**config.mk**
```make
export PLATFORM = sky130hd
export DESIGN_NAME = nfa_queue
export DESIGN_NICKNAME = d
export VERILOG_FILES = /design/src/hdl/nfa_pkg.sv /design/src/hdl/nfa_queue.sv
export SDC_FILE = /design/constraint.sdc
export NUM_CORES = 1
export LEC_CHECK = 0
export BUFFER_PORTS_ARGS = -buffer_cell sky130_fd_sc_hd__buf_2
export CAP_MARGIN = 20
export CORE_MARGIN = 1.5
export CORE_UTILIZATION = 48
export DETAILED_ROUTE_END_ITERATION = 8
export PLACE_DENSITY = 0.78
export SETUP_SLACK_MARGIN = 0.2
export SKIP_CTS_REPAIR_TIMING = 1
export SLEW_MARGIN = 10
export SYNTH_ARGS = -nofsm -noshare
export SYNTH_HDL_FRONTEND = slang
export SYNTH_SLANG_ARGS = --single-unit
```
**constraint.sdc**
```tcl
create_clock -name clk -period 7.3 [get_ports clk]
set_input_delay 0.73 -clock clk [delete_from_list [all_inputs] [get_ports clk]]
set_output_delay 0.73 -clock clk [all_outputs]
set_load 0.005 [all_outputs]
```
**src/hdl/nfa_pkg.sv**
```systemverilog
// Package for the neuron forward activation block.
// Holds widths, codes, the window job record and the back-end state type.
// No dependencies; every other file imports it.
package nfa_pkg;

    // Fixed-point format and field widths.
    localparam int FRAC_BITS = 12;
    localparam int IN_W      = 16;
    localparam int Z_W       = 32;
    localparam int DER_W     = 13;
    localparam int ACC_W     = 48;
    localparam int CNT_W     = 17;
    localparam int CFG_IDX_W = 2;
    localparam int CFG_W     = 16;

    // Default parameter values.
    localparam int MAX_WINDOW_DEF  = 4096;
    localparam int QUEUE_DEPTH_DEF = 2;

    // Shared divider widths.
    localparam int DIV_NUM_W = 64;
    localparam int DIV_DEN_W = 34;

    // Constants of the exponential.
    localparam logic [28:0] EXP_M1_Q30   = 29'd395007542;
    localparam int          TAYLOR_TERMS = 14;
    localparam int          EXP_IP_LIMIT = 32;

    // Layer modes.
    localparam logic [1:0] MODE_WSUM = 2'd0;
    localparam logic [1:0] MODE_MAX  = 2'd1;
    localparam logic [1:0] MODE_AVG  = 2'd2;

    // Activation kinds.
    localparam logic [1:0] ACT_SIGMOID = 2'd0;
    localparam logic [1:0] ACT_TANH    = 2'd1;
    localparam logic [1:0] ACT_RELU    = 2'd2;

    // Configuration register indexes.
    localparam logic [CFG_IDX_W-1:0] CFG_LAYER_MODE = 2'd0;
    localparam logic [CFG_IDX_W-1:0] CFG_ACT_KIND   = 2'd1;
    localparam logic [CFG_IDX_W-1:0] CFG_BIAS       = 2'd2;

    // One finished window, handed from the front end to the back end.
    typedef struct packed {
        logic [1:0]              mode;
        logic [1:0]              kind;
        logic signed [IN_W-1:0]  bias;
        logic signed [ACC_W-1:0] acc;
        logic signed [IN_W-1:0]  max;
        logic [CNT_W-1:0]        count;
    } job_t;

    // Back-end sequencer states.
    typedef enum logic [4:0] {
        B_IDLE,
        B_ZCALC,
        B_ZDIV,
        B_ZSAT,
        B_ACTSEL,
        B_EXP_MUL,
        B_EXP_RCP,
        B_EXP_ACC,
        B_EXP_IP,
        B_ACT,
        B_SIG_W,
        B_SIG_DER,
        B_TQ_W,
        B_TT,
        B_TT_W,
        B_TDER_MUL,
        B_TDER_FIN,
        B_OUT
    } back_state_t;

endpackage

```
**src/hdl/nfa_queue.sv**
```systemverilog
// Short job queue between the front end and the back end.
// Holds finished window records; uses job_t from nfa_pkg.
module nfa_queue import nfa_pkg::*;
#(
    parameter int DEPTH = QUEUE_DEPTH_DEF
)
(
    input  logic                       clk,
    input  logic                       rst_n,
    input  logic                       push,
    input  job_t                       push_job,
    input  logic                       pop,
    output logic                       q_valid,
    output job_t                       q_job,
    output logic [$clog2(DEPTH+1)-1:0] q_cnt
);
    localparam int PW = (DEPTH > 1) ? $clog2(DEPTH) : 1;
    localparam int QW = $clog2(DEPTH + 1);

    job_t          mem [DEPTH];
    logic [PW-1:0] wr_ptr_reg, wr_ptr_next;
    logic [PW-1:0] rd_ptr_reg, rd_ptr_next;
    logic [QW-1:0] cnt_reg, cnt_next;
    logic          do_pop;

    assign do_pop = pop && (cnt_reg != '0);

    // Pointer and fill count update.
    always_comb
    begin
        wr_ptr_next = wr_ptr_reg;
        rd_ptr_next = rd_ptr_reg;
        cnt_next    = cnt_reg;
        if (push)
        begin
            wr_ptr_next = (wr_ptr_reg == PW'(DEPTH - 1)) ? '0 : wr_ptr_reg + 1'b1;
        end
        if (do_pop)
        begin
            rd_ptr_next = (rd_ptr_reg == PW'(DEPTH - 1)) ? '0 : rd_ptr_reg + 1'b1;
        end
        if (push && !do_pop)
        begin
            cnt_next = cnt_reg + 1'b1;
        end
        else if (!push && do_pop)
        begin
            cnt_next = cnt_reg - 1'b1;
        end
    end

    always_ff @(posedge clk or negedge rst_n)
    begin
        if (!rst_n)
        begin
            wr_ptr_reg <= '0;
            rd_ptr_reg <= '0;
            cnt_reg    <= '0;
        end
        else
        begin
            wr_ptr_reg <= wr_ptr_next;
            rd_ptr_reg <= rd_ptr_next;
            cnt_reg    <= cnt_next;
        end
    end

    // Storage.
    always_ff @(posedge clk)
    begin
        if (push)
        begin
            mem[wr_ptr_reg] <= push_job;
        end
    end

    assign q_valid = cnt_reg != '0;
    assign q_job   = mem[rd_ptr_reg];
    assign q_cnt   = cnt_reg;

    // The front end never pushes into a full queue.
    a_no_overflow: assert property (@(posedge clk) disable iff (!rst_n)
        !(push && (cnt_reg == QW'(DEPTH)) && !do_pop))
        else $error("job pushed into a full queue");

    // The fill count never exceeds the depth.
    a_cnt_range: assert property (@(posedge clk) disable iff (!rst_n)
        cnt_reg <= QW'(DEPTH))
        else $error("queue fill count out of range");

    // Taking the only job without a new one empties the queue.
    a_drain: assert property (@(posedge clk) disable iff (!rst_n)
        (do_pop && !push && (cnt_reg == QW'(1))) |=> !q_valid)
        else $error("queue not empty after last job taken");
endmodule

```
==> results.toml <==
[outcome]
outcome = "complete, no violations"

[timing]
drv_slew = 0
timing.final.crit_period_ns = 3.584
setup_viol = 0
timing.final.crit_share = 0.4909
fin_worst_skew_ns = 0.01155
fin_tns_setup_ns = 0
rsz0062_at_grt = "false"
tightest_slew_ns = 1.054
holdWs_ns = 0.04120
hold_viol = 0
max_freq_mhz = 279.0
slew_headroom = 0.2971

[routing]
routedWlPerCell_um = 17.10
routed_wl_mm = 13.40
drt_iter0_drc = 179
ant_nets = 0
vias = 3823
route.detailed.drc = 0
drt_pass1_iterations = 4
viasPerCell = 4.876

[finish]
multiInputGateArea_mm2 = 0.001530
largest_reg_flops = 202
regMostFlops = "mem"
seqCellArea_mm2 = 0.006170
final_layout_size_suffix_gt1_frac = 0.6113
area_growth_pct = 23.70
postLayoutCellArea_mm2 = 0.009641
nNetsFinal = 659
fillCellCount = 1210

[placed_design]
place_hpwl_mm = 8.805
gp_congestion = 0.7003
numPortBuffers = 208
detailed_place.area_mm2 = 0.009041

[global_route]
grt_pass1_vias = 3783
grt_max_degree = 59
grt_overflow_total = 0
track_usage = 0.1472
grt_pass1_wl_mm = 19.09
antenna_found_initial = 1

[pwr]
p_switching_uw = 945.5
power.leakage_uw = 0.003859
p_int_uw = 2676
p_per_area_mw_per_mm2 = 375.7
seq_power_share = 0.467
ir_worst_vdd_mv = 0.3311
power_frac_comb = 0.277
clockPowerShare = 0.256
switching_share = 0.2611
total_power_uw = 3622

[clock_tree]
h-tree-depth = 1
insertion_delay_ns = 0.48
cts.clk_slew.worst_paths_ns = 0.06
cts_sinks = 206
cts-root-buf = "clkbuf_16"
tritoncts = "done"
cts_buffer_depth = 3
cts_made_buffers = 21

[worst_setup_path]
cp.arrival_ns = 2.85
critPathCaptureType = "output port"
crit_path_cell_trace = "buf_4 > mux2_4 > buf_2"
cp.required_ns = 6.57
path_max_fanout = 58
crit_path_top_delay_cell = "dfrtp_4"
critPathKind = "reg2out"
startpoint_type = "flip-flop"
slowest_delay_ns = 0.90

[yosys]
yosysUniqueCellTypes = 15
synth.avg_cell_area_um2 = 23.69
syn-cell-area_mm2 = 0.007794
yosys_warnings = 0
synthCells = 329
syn-num-nets = 435
synth-seq-cells = 206
ys_seq_area_frac = 0.7911

[floorplanning]
initial_core_util = 0.4906
fp-row-count = 46
die_w_um = 130.4
die_area_mm2 = 0.01701
die_y_um = 130.4
io_pins = 209
design.core.area_mm2 = 0.01589

[job]
max-cap-violations = 0

[min_path]
holdCritPathClass = "in2async"
## layer usage
metal / global-route usage / share of wire
met5: 0 / 0
met4: 0.04719 / 0.018
met3: 0.05090 / 0.095
met2: 0.2601 / 0.51
met1: 0.1686 / 0.37
## kinds of logic after synthesis
family / share of synthesized area
flip-flops: 0.7911
adder cells (fa/ha/maj): 0.001605
buffers and inverters: 0.01381
AND/OR/NAND/NOR: 0.003372
multiplexers: 0.1845
XOR/XNOR: 0.005620
## final timing paths
kind	from	to	slack, ns	cells after the start
min in group clk	push_job[95]	mem[1][95]$_DFFE_PP_	0.43	1
max reg2reg	wr_ptr_reg$_DFFE_PN0P_	mem[0][32]$_DFFE_PP_	5.10	3
max	rd_ptr_reg$_DFFE_PN0P_	q_job[93]	3.72	3
max in group asynchronous	rst_n	rd_ptr_reg$_DFFE_PN0P_	7.12	1
min reg2reg	q_cnt[1]$_DFFE_PN0P_	q_cnt[1]$_DFFE_PN0P_	0.50	1
min	rst_n	wr_ptr_reg$_DFFE_PN0P_	0.04	1
## Yosys cell counts
cell type	count	area [um^2]
nor2b_1	1	6.260
xnor2_1	2	17.52
nand2_1	1	3.750
mux2_4	80	1201
edfxtp_1	202	6066
ha_1	1	12.51
nor2_1	1	3.750
buf_6	8	90.09
and2_1	1	6.260
buf_2	2	10.01
or2_2	1	6.260
mux2_2	21	236.5
buf_4	1	7.510
xor2_1	3	26.28
dfrtp_1	4	100.1
## worst max-delay path, delay by kind of cell, from the launching register on
family	cells	cell delay (ns)
DFF	1	0.90
muxes	1	0.36
buffers and inverters	2	1.01
## cell type report
| class | count | share of cell area |
|---|---|---|
| multi-input combinational | 112 | 0.1587 |
| sequential | 206 | 0.6400 |
| timing repair buffer | 212 | 0.1111 |
| clock inverter | 12 | 0.005970 |
| tap | 216 | 0.02803 |
| clock buffer | 24 | 0.05568 |
| antenna | 2 | 0.0005191 |
## stage by stage
stage | worst slack, ns | utilization | std cells
4_1_cts | 3.637 | 0.6066 | 782
5_1_grt | 3.571 | 0.6066 | 782
2_1_floorplan | 1.601 | - | 329
6_report | 3.716 | 0.6069 | 784
3_3_place_gp | 4.177 | 0.5692 | 746
3_5_place_dp | 4.156 | 0.5692 | 746
## power by group through the flow
stage                     clock, uW  sequential, uW  combinational, uW
after detailed placement          0            1720               1020
after CTS                       957            1700               1020
final                           928            1690               1000
after floorplan                   0            1670                732
after global placement            0            1700               1000
after global routing           1000            1720               1080
## layout by cell type, fill, tap and decap left out
master	synthesis	final
buf_2	2	208
edfxtp_1	202	202
mux2_4	80	80
mux2_2	21	21
clkbuf_16	0	21
clkinv_2	0	7
clkinv_1	0	4
buf_4	1	4
xor2_1	3	3
clkbuf_1	0	3
dfrtp_1	4	3
diode_2	0	2
xnor2_1	2	2
or2_2	1	1
nand2_1	1	1
and2_4	0	1
nor2b_4	0	1
nor2_1	1	1
ha_1	1	1
clkinvlp_4	0	1
dfrtp_4	0	1
No activity file was read; power rests on OpenSTA's default activity.
