## config.mk

```make
export PLATFORM = sky130hd
export DESIGN_NAME = nfa_front_flat
export DESIGN_NICKNAME = d
export VERILOG_FILES = /design/src/hdl/nfa_pkg.sv /design/src/hdl/nfa_in_if.sv /design/src/hdl/nfa_front.sv /design/src/flat_wrapper.sv
export SDC_FILE = /design/constraint.sdc
export NUM_CORES = 1
export LEC_CHECK = 0
export BUFFER_PORTS_ARGS = -buffer_cell sky130_fd_sc_hd__clkbuf_2
export CORE_MARGIN = 5
export CORE_UTILIZATION = 50
export DETAILED_ROUTE_END_ITERATION = 8
export HOLD_SLACK_MARGIN = 0.08
export PLACE_DENSITY = 0.69
export SLEW_MARGIN = 20
export SYNTH_ARGS = -nofsm -noshare
export SYNTH_HDL_FRONTEND = slang
export SYNTH_SLANG_ARGS = --single-unit
```

## constraint.sdc

```tcl
create_clock -name clk -period 7.65 [get_ports clk]
set_input_delay 2.295 -clock clk [delete_from_list [all_inputs] [get_ports clk]]
set_output_delay 2.295 -clock clk [all_outputs]
set_load 0.05 [all_outputs]
```

## src/hdl/nfa_pkg.sv

```systemverilog
// Package for the neuron forward activation block.
// Holds widths, codes, the window job record and the back-end state type.
// No dependencies; every other file imports it.
package nfa_pkg;

    // Fixed-point format and field widths.
    localparam int FRAC_BITS = 12;
    localparam int IN_W      = 16;
    localparam int Z_W       = 32;
    localparam int DER_W     = 13;
    localparam int ACC_W     = 48;
    localparam int CNT_W     = 17;
    localparam int CFG_IDX_W = 2;
    localparam int CFG_W     = 16;

    // Default parameter values.
    localparam int MAX_WINDOW_DEF  = 4096;
    localparam int QUEUE_DEPTH_DEF = 2;

    // Shared divider widths.
    localparam int DIV_NUM_W = 64;
    localparam int DIV_DEN_W = 34;

    // Constants of the exponential.
    localparam logic [28:0] EXP_M1_Q30   = 29'd395007542;
    localparam int          TAYLOR_TERMS = 14;
    localparam int          EXP_IP_LIMIT = 32;

    // Layer modes.
    localparam logic [1:0] MODE_WSUM = 2'd0;
    localparam logic [1:0] MODE_MAX  = 2'd1;
    localparam logic [1:0] MODE_AVG  = 2'd2;

    // Activation kinds.
    localparam logic [1:0] ACT_SIGMOID = 2'd0;
    localparam logic [1:0] ACT_TANH    = 2'd1;
    localparam logic [1:0] ACT_RELU    = 2'd2;

    // Configuration register indexes.
    localparam logic [CFG_IDX_W-1:0] CFG_LAYER_MODE = 2'd0;
    localparam logic [CFG_IDX_W-1:0] CFG_ACT_KIND   = 2'd1;
    localparam logic [CFG_IDX_W-1:0] CFG_BIAS       = 2'd2;

    // One finished window, handed from the front end to the back end.
    typedef struct packed {
        logic [1:0]              mode;
        logic [1:0]              kind;
        logic signed [IN_W-1:0]  bias;
        logic signed [ACC_W-1:0] acc;
        logic signed [IN_W-1:0]  max;
        logic [CNT_W-1:0]        count;
    } job_t;

    // Back-end sequencer states.
    typedef enum logic [4:0] {
        B_IDLE,
        B_ZCALC,
        B_ZDIV,
        B_ZSAT,
        B_ACTSEL,
        B_EXP_MUL,
        B_EXP_RCP,
        B_EXP_ACC,
        B_EXP_IP,
        B_ACT,
        B_SIG_W,
        B_SIG_DER,
        B_TQ_W,
        B_TT,
        B_TT_W,
        B_TDER_MUL,
        B_TDER_FIN,
        B_OUT
    } back_state_t;

endpackage

```

## src/hdl/nfa_in_if.sv

```systemverilog
// Input channel of the neuron forward activation block.
// Valid/ready handshake with one input word; depends on nfa_pkg.
interface nfa_in_if import nfa_pkg::*; ();
    logic                   valid;
    logic                   ready;
    logic signed [IN_W-1:0] activation_in;
    logic signed [IN_W-1:0] weight_in;
    logic                   last;

    modport source (output valid, activation_in, weight_in, last, input ready);
    modport sink (input valid, activation_in, weight_in, last, output ready);
endinterface

```

## src/hdl/nfa_front.sv

```systemverilog
// Front end: accepts input words, keeps the window sums, maximum and count.
// Pushes one job per window into the queue; uses nfa_pkg and nfa_in_if.
module nfa_front import nfa_pkg::*;
#(
    parameter int MAX_WINDOW  = MAX_WINDOW_DEF,
    parameter int QUEUE_DEPTH = QUEUE_DEPTH_DEF
)
(
    input  logic                             clk,
    input  logic                             rst_n,
    nfa_in_if.sink                           in_ch,
    input  logic [1:0]                       layer_mode,
    input  logic [1:0]                       activation_kind,
    input  logic signed [IN_W-1:0]           bias,
    input  logic [$clog2(QUEUE_DEPTH+1)-1:0] q_cnt,
    output logic                             push,
    output job_t                             push_job
);
    localparam int CW  = $clog2(MAX_WINDOW + 1);
    localparam int QCW = $clog2(QUEUE_DEPTH + 1);

    // Stage one: product of the accepted word.
    logic                     s1_valid_reg;
    logic                     s1_last_reg;
    logic [1:0]               s1_mode_reg;
    logic signed [IN_W-1:0]   s1_x_reg;
    logic signed [2*IN_W-1:0] s1_prod_reg;

    // Window state.
    logic signed [ACC_W-1:0]  acc_reg, acc_next;
    logic signed [IN_W-1:0]   max_reg, max_next;
    logic [CW-1:0]            cnt_reg, cnt_next;

    logic                     accept;
    logic [QCW:0]             used;
    logic signed [ACC_W-1:0]  addend;
    logic signed [ACC_W:0]    sum;
    logic signed [ACC_W-1:0]  acc_upd;
    logic signed [IN_W-1:0]   max_upd;
    logic [CW-1:0]            cnt_upd;

    // Room is kept for a window that is about to close in stage one.
    assign used        = {1'b0, q_cnt} + {{QCW{1'b0}}, s1_valid_reg & s1_last_reg};
    assign in_ch.ready = used < (QCW+1)'(QUEUE_DEPTH);
    assign accept      = in_ch.valid && in_ch.ready;

    always_ff @(posedge clk or negedge rst_n)
    begin
        if (!rst_n)
        begin
            s1_valid_reg <= 1'b0;
        end
        else
        begin
            s1_valid_reg <= accept;
        end
    end

    always_ff @(posedge clk)
    begin
        if (accept)
        begin
            s1_last_reg <= in_ch.last;
            s1_mode_reg <= layer_mode;
            s1_x_reg    <= in_ch.activation_in;
            s1_prod_reg <= in_ch.activation_in * in_ch.weight_in;
        end
    end

    // Stage two: saturating accumulate, running maximum, saturating count.
    always_comb
    begin
        if (s1_mode_reg == MODE_AVG)
        begin
            addend = ACC_W'(s1_x_reg);
        end
        else if (s1_mode_reg == MODE_MAX)
        begin
            addend = '0;
        end
        else
        begin
            addend = ACC_W'(s1_prod_reg);
        end
        sum = (ACC_W+1)'(acc_reg) + (ACC_W+1)'(addend);
        if (sum[ACC_W] != sum[ACC_W-1])
        begin
            acc_upd = sum[ACC_W] ? {1'b1, {(ACC_W-1){1'b0}}} : {1'b0, {(ACC_W-1){1'b1}}};
        end
        else
        begin
            acc_upd = sum[ACC_W-1:0];
        end
        max_upd = (s1_x_reg > max_reg) ? s1_x_reg : max_reg;
        cnt_upd = (cnt_reg < CW'(MAX_WINDOW)) ? cnt_reg + 1'b1 : cnt_reg;

        acc_next = acc_reg;
        max_next = max_reg;
        cnt_next = cnt_reg;
        push     = 1'b0;
        if (s1_valid_reg)
        begin
            if (s1_last_reg)
            begin
                push     = 1'b1;
                acc_next = '0;
                max_next = {1'b1, {(IN_W-1){1'b0}}};
                cnt_next = '0;
            end
            else
            begin
                acc_next = acc_upd;
                max_next = max_upd;
                cnt_next = cnt_upd;
            end
        end
        push_job.mode  = s1_mode_reg;
        push_job.kind  = activation_kind;
        push_job.bias  = bias;
        push_job.acc   = acc_upd;
        push_job.max   = max_upd;
        push_job.count = CNT_W'(cnt_upd);
    end

    always_ff @(posedge clk or negedge rst_n)
    begin
        if (!rst_n)
        begin
            acc_reg <= '0;
            max_reg <= {1'b1, {(IN_W-1){1'b0}}};
            cnt_reg <= '0;
        end
        else
        begin
            acc_reg <= acc_next;
            max_reg <= max_next;
            cnt_reg <= cnt_next;
        end
    end
endmodule

```

## src/flat_wrapper.sv

```systemverilog
// flat-port wrapper written by rule: the top's interface ports become plain ports
module nfa_front_flat import nfa_pkg::*;
#(
    parameter int MAX_WINDOW  = MAX_WINDOW_DEF,
    parameter int QUEUE_DEPTH = QUEUE_DEPTH_DEF
)
  (clk, rst_n, layer_mode, activation_kind, bias, q_cnt, push, push_job, in_ch_valid, in_ch_activation_in, in_ch_weight_in, in_ch_last, in_ch_ready);
  nfa_in_if in_ch_i ();
  input  logic clk;
  input  logic rst_n;
  input  logic [1:0] layer_mode;
  input  logic [1:0] activation_kind;
  input  logic signed [IN_W-1:0] bias;
  input  logic [$clog2(QUEUE_DEPTH+1)-1:0] q_cnt;
  output logic push;
  output job_t push_job;
  input wire logic [$bits(in_ch_i.valid)-1:0] in_ch_valid;
  input wire logic [$bits(in_ch_i.activation_in)-1:0] in_ch_activation_in;
  input wire logic [$bits(in_ch_i.weight_in)-1:0] in_ch_weight_in;
  input wire logic [$bits(in_ch_i.last)-1:0] in_ch_last;
  output wire logic [$bits(in_ch_i.ready)-1:0] in_ch_ready;
  assign in_ch_i.valid = in_ch_valid;
  assign in_ch_i.activation_in = in_ch_activation_in;
  assign in_ch_i.weight_in = in_ch_weight_in;
  assign in_ch_i.last = in_ch_last;
  assign in_ch_ready = in_ch_i.ready;
  nfa_front #(.MAX_WINDOW(MAX_WINDOW), .QUEUE_DEPTH(QUEUE_DEPTH)) u_core (.clk(clk), .rst_n(rst_n), .in_ch(in_ch_i), .layer_mode(layer_mode), .activation_kind(activation_kind), .bias(bias), .q_cnt(q_cnt), .push(push), .push_job(push_job));
endmodule
```

==> metrics.csv, run 1 <==
metric;value;unit
status;completed;
min Tclk post-route;7540;ps
crit-path cells;buf_2 > buf_4 > nand2_1 > fa_1 > fa_1 > fa_2 > inv_1 > fa_2 > fa_1 > inv_1 > fa_1 > inv_1 > ha_2 > or3_4 > o21ai_2 > a311o_1 > a21oi_2 > a211o_1 > a31o_2 > a21oi_2 > xnor2_1;
Yosys cell types;81;
largest net degree at the start of global routing;79;
Max transition margin;32.0;%
Slew Limit Fails;0;
max_cap viols;0;
CTS tree;built;
number of global-route vias before repair;16400;
final wirelength;49.0;mm
worst setup path endpoint;u_core.s1_prod_reg[31];
crit share post-route;98.6;%
GR Overflow Total;0;
cell area after synthesis;0.0190;mm^2
Post-Syn Instances;2080;
final setup skew;11.1;ps
crit path launch;in_ch_weight_in[3];
die area;0.0421;mm^2
total CTS buffers;17;
Worst setup SP type;primary input;
GRT Total Usage;24.1;%
first-pass GRT wire length;82.4;mm
Die Y-Extent;205;um
crit-path max cell delay;550;ps
hold buffers post-CTS;0;
Die Wd;205;um
vias per cell;5.52;
slowest stage cell, crit path;fa_1;
H-tree depth;4;
Yosys warnings;0;
Largest register FFs;48;
Clock Path Buffers;2;
clk_lat worst skew;430;ps
count of final setup violators;0;
Iter 0 DRT Violations;1047;
FFs w/ async S/R, synth;60.5;%
CP Capture Type;flip-flop;
Remaining DRCs;0;
most used cell, CP;fa_1;
Worst Min Path Start;u_core.max_reg[5];
via count;15500;
mean area per synthesized cell;9.16;um^2
post-route antenna net violation count;0;
FF+latch count, synth;129;
FF-to-FF path depth;18;
initial antenna violation count;0;
Pre-antenna DRT Iters;8;
clk root buf;clkbuf_16;
io pins;161;
CP required;7820;ps
Starting Density;50.6;%
Detail Placement HPWL;40.2;mm
setup TNS;0;ps
crit path kind;in -> reg;
Crit path arrival time;7720;ps
final RePlAce weighted congestion;0.917;
Area Growth Syn to Fin;18.0;%
Synth Flop Type;dfrtp_1;
Port-buffer cells;120;
Core ar.;0.0377;mm^2
reg2reg start;u_core.s1_mode_reg[0];
Post-synth EDFFs;51;
r2r endpoint;u_core.acc_reg[3];
clock sink count;129;
sequential element share of the synthesized area;18.3;%
RSZ-0062 raised after global routing;yes;
share of layout cells above drive strength 1;18.0;%
r2r setup slk;2940;ps
Least-Margin Pin Slew;1020;ps
routed wire length per instance;17.5;um
# rows;71;
Max FO, Critical Path;8;
Max Fclk;133;MHz
hold crit path type;reg -> reg;
Final #Nets;2745;
Clk pin slew, worst setup/hold paths;60;ps
Final Hold Violating Endpoints;0;
ANT cells;0;
-- worst min path at each step --
stage,to,slack (ps),cells after the start
floorplan,u_core.acc_reg[15],460,1
global placement,u_core.max_reg[9],470,1
detailed placement,u_core.acc_reg[2],480,1
CTS,u_core.max_reg[5],500,1
global route,u_core.acc_reg[13],510,1
finish,u_core.max_reg[5],490,1
-- stage by stage --
step	std cells	util, %	hold slack, ps	worst slack (ps)	cell area (um^2)
floorplan	2083	-	460	0.457	19300
global placement	2764	57.8	473	-372	21800
detailed placement	2764	57.8	481	-555	21800
CTS	2796	59.3	496	18.0	22300
global route	2801	59.6	511	-69.6	22500
finish	2801	59.6	493	106	22500
-- repair_timing --
| item | in CTS | in global routing |
|---|---|---|
| resized for setup | 3 | 41 |
| buffers inserted | 0 | 5 |
| cloned | 0 | 0 |
| setup endpoints to repair | 1 | 35 |
| pin swaps | 0 | 8 |
-- layout make-up --
type                    count  area (um^2)
fillers                  3283        15200
multi-input cells        1502        14000
well taps                 511          639
clock inverters            13          136
flip-flops and latches    129         3480
inverters                 333         1250
repair buffers            294         2550
clock buffers              19          433
-- critical path, delay by kind of cell --
family / cells / cell delay, ps
fa+ha+maj: 7 / 3310
compound gates: 6 / 1060
buf+inv: 5 / 520
simple gates: 2 / 450
xor+xnor: 1 / 80
-- cells in the mapped netlist, drive strengths merged (15+ instances only) --
cell	n	area share (%)
nand4	19	0.62
o21ai	88	2.3
inv	332	6.5
nor2	139	2.8
a21oi	97	2.5
xnor2	70	3.3
clkbuf	70	1.4
buf	49	1.6
and2	129	4.3
edfxtp	51	8.0
a21o	44	1.7
ha	147	9.7
nand3	18	0.47
xor2	22	1.0
o21bai	15	0.59
nand2	183	3.6
mux2	16	0.95
maj3	20	1.1
fa	263	28
dfrtp	77	10
a22o	28	1.3
o2bb2ai	43	2.0
-- cells by family after synthesis --
family	share of synthesized area, %
other	0.0197
AND/OR/NAND/NOR	14.4
multiplexers	0.946
adder cells (fa/ha/maj)	38.4
flip-flops	18.3
AO/OA/AOI/OAI	14.2
buffers and inverters	9.55
XOR/XNOR	4.27
-- metal layers --
metal | GRT usage (%) | vias up | routed length (um)
met1 | 32.3 | 7719 | 21400
li1 | - | 7165 | -
met5 | 0 | - | 0
met3 | 4.15 | 62 | 2950
met4 | 5.60 | 0 | 933
met2 | 41.1 | 514 | 23800
-- layout by cell type (no fill, tap or decap), types with 74 or more instances in the layout --
cell and instances:
buf_4 174, o21ai_0 74, nand2_1 178, nor2_1 136
a21oi_1 91, inv_1 329, dfrtp_1 77, fa_1 254
ha_1 141, and2_1 119
Power of run 1 is not shown: default switching activity piles up to over one toggle a cycle in this logic, so the estimate is an artifact.
==> inputs of run 2 (changes only) <==
CORE_UTILIZATION = 33   (was 50)
PLACE_DENSITY = not set   (was 0.69)
==> run 2 against run 1 <==
Compared with the run above:
- sequential share of layout area down 0.29 points
- critical path type unchanged
- final area increased by 1.9%
- fmax rose by 0.23%
- clock-buffer cell count shrank 1
- register-to-register slack about the same
- die area is 49% higher
- largest cell class unchanged
- highest routed layer unchanged
- utilization decreased by 20 points
- worst hold slack barely moved
- critical endpoint unchanged
- worst setup slack better by 17 ps
==> metrics.csv, run 2 (synthesis gave the netlist of run 1 again) <==
metric;value;unit
Least-Margin Pin Slew;867;ps
Iter 0 DRT Violations;905;
critical path depth in cells;22;
crit path launch;in_ch_weight_in[6];
count of final setup violators;0;
hold buffers post-CTS;0;
Area Growth Syn to Fin;20.2;%
pre-CTS WS;-536;ps
min Tclk post-route;7530;ps
initial antenna violation count;0;
hold crit path type;reg -> reg;
slowest stage cell, crit path;fa_1;
total CTS buffers;17;
GR Overflow Total;0;
Core ar.;0.0575;mm^2
clock sink count;129;
worst setup path endpoint;u_core.s1_prod_reg[31];
reg2reg start;u_core.s1_mode_reg[1];
Port-buffer cells;120;
Slew Limit Fails;0;
Clk pin slew, worst setup/hold paths;60;ps
crit share post-route;98.4;%
max_cap viols;0;
routed wire length per instance;16.7;um
most frequent cells in the layout;inv_1 (320), fa_1 (254), nand2_1 (178);
Max Fclk;133;MHz
first-pass GRT wire length;85.4;mm
Clock Path Buffers;2;
r2r setup slk;2940;ps
H-tree depth;4;
final RePlAce weighted congestion;0.878;
via count;15200;
crit path kind;in -> reg;
Max FO, Critical Path;7;
# rows;88;
CP required;7830;ps
crit-path cells;buf_12 > and2_4 > fa_1 > inv_2 > fa_1 > inv_2 > fa_1 > inv_1 > fa_1 > inv_2 > fa_1 > fa_1 > ha_4 > nand2_4 > nor4b_4 > o21ai_2 > a311o_1 > a21oi_2 > a211o_1 > a31o_2 > a21oi_2 > xnor2_1;
Min-Delay Path Depth;1;
most used cell, CP;fa_1;
post-route antenna net violation count;0;
Final Hold Violating Endpoints;0;
Hold Slack;493;ps
Worst setup SP type;primary input;
family with the most delay on the worst path;adder cells;
clk_lat worst skew;440;ps
Remaining DRCs;0;
Starting Density;33.1;%
Final #Nets;2742;
Pre-antenna DRT Iters;5;
r2r endpoint;u_core.acc_reg[3];
GRT Total Usage;16.4;%
commonest non-fill, non-tap cell in the layout;inv_1;
CP Capture Type;flip-flop;
Die Y-Extent;250;um
Max transition margin;42.0;%
RSZ-0062 raised after global routing;yes;
CP bufs+invs;5;
ANT cells;0;
Detail Placement HPWL;42.6;mm
largest net degree at the start of global routing;79;
io pins;161;
die area;0.0626;mm^2
final worst slack;124;ps
number of global-route vias before repair;16300;
crit-path max cell delay;560;ps
share of layout cells above drive strength 1;18.6;%
Largest register FFs;48;
CTS tree;built;
status;completed;
clk root buf;clkbuf_16;
FF-to-FF path depth;16;
final setup skew;11.6;ps
final wirelength;51.0;mm
vias per cell;4.98;
Die Wd;250;um
Crit path arrival time;7700;ps
==> run 2: cell types whose count changed in the layout (fill, tap and decap cells not counted), moves of 4 or more <==
cell,before,now
buf_12,41,45
buf_6,2,10
buf_4,174,167
clkbuf_2,65,59
inv_1,329,320
inv_2,4,13
==> run 2: how the worst min path moves through the flow <==
| stage | startpoint | end |
|---|---|---|
| 2_1_floorplan | u_core.acc_reg[15] | u_core.acc_reg[15] |
| 3_5_place_dp | u_core.max_reg[2] | u_core.max_reg[2] |
| 5_1_grt | u_core.acc_reg[34] | u_core.acc_reg[34] |
| 3_3_place_gp | u_core.max_reg[9] | u_core.max_reg[9] |
| 6_report | u_core.max_reg[2] | u_core.max_reg[2] |
| 4_1_cts | u_core.max_reg[2] | u_core.max_reg[2] |
==> run 2: layout make-up <==
class / instances / area (um^2)
multi-input cells: 1502 / 14000
well taps: 765 / 957
fillers: 5735 / 34600
clock inverters: 14 / 134
repair buffers: 291 / 2630
inverters: 333 / 1250
flip-flops and latches: 129 / 3480
clock buffers: 18 / 429
==> run 2: metal layers <==
metal	global-route usage, %	vias up	wire, um
met5	0	-	0
met4	3.24	0	709
met3	2.53	59	2700
met2	27.8	434	24400
met1	22.5	7536	23200
li1	-	7169	-
==> run 2: what timing repair did <==
item                       CTS  global route
pin swaps                    1            28
buffers inserted             0             1
resized for setup            7            86
setup endpoints to repair    3            31
==> run 2: worst reg2reg max path, cell delays in order, from the launching register on <==
cell,delay (ps)
edfxtp_1,510
buf_4,280
nor2_1,90
buf_4,190
a22o_1,270
ha_1,330
a21oi_1,280
a211oi_1,150
o21ai_0,300
nand3_1,250
a31oi_2,230
xnor2_2,110
buf_4,250
or3_4,450
nand2_2,630
a21oi_1,100
a21o_1,190
==> run 2: per-stage QoR <==
stage	area, um^2	cells	util, %	TNS [ps]
finish	22900	3052	39.8	0
global placement	22100	3019	38.5	-3130
floorplan	19300	2083	-	0
detailed placement	22100	3019	38.5	-3880
global route	22900	3052	39.8	-140
CTS	22700	3051	39.5	0
Power of run 2 is left out for the same reason.
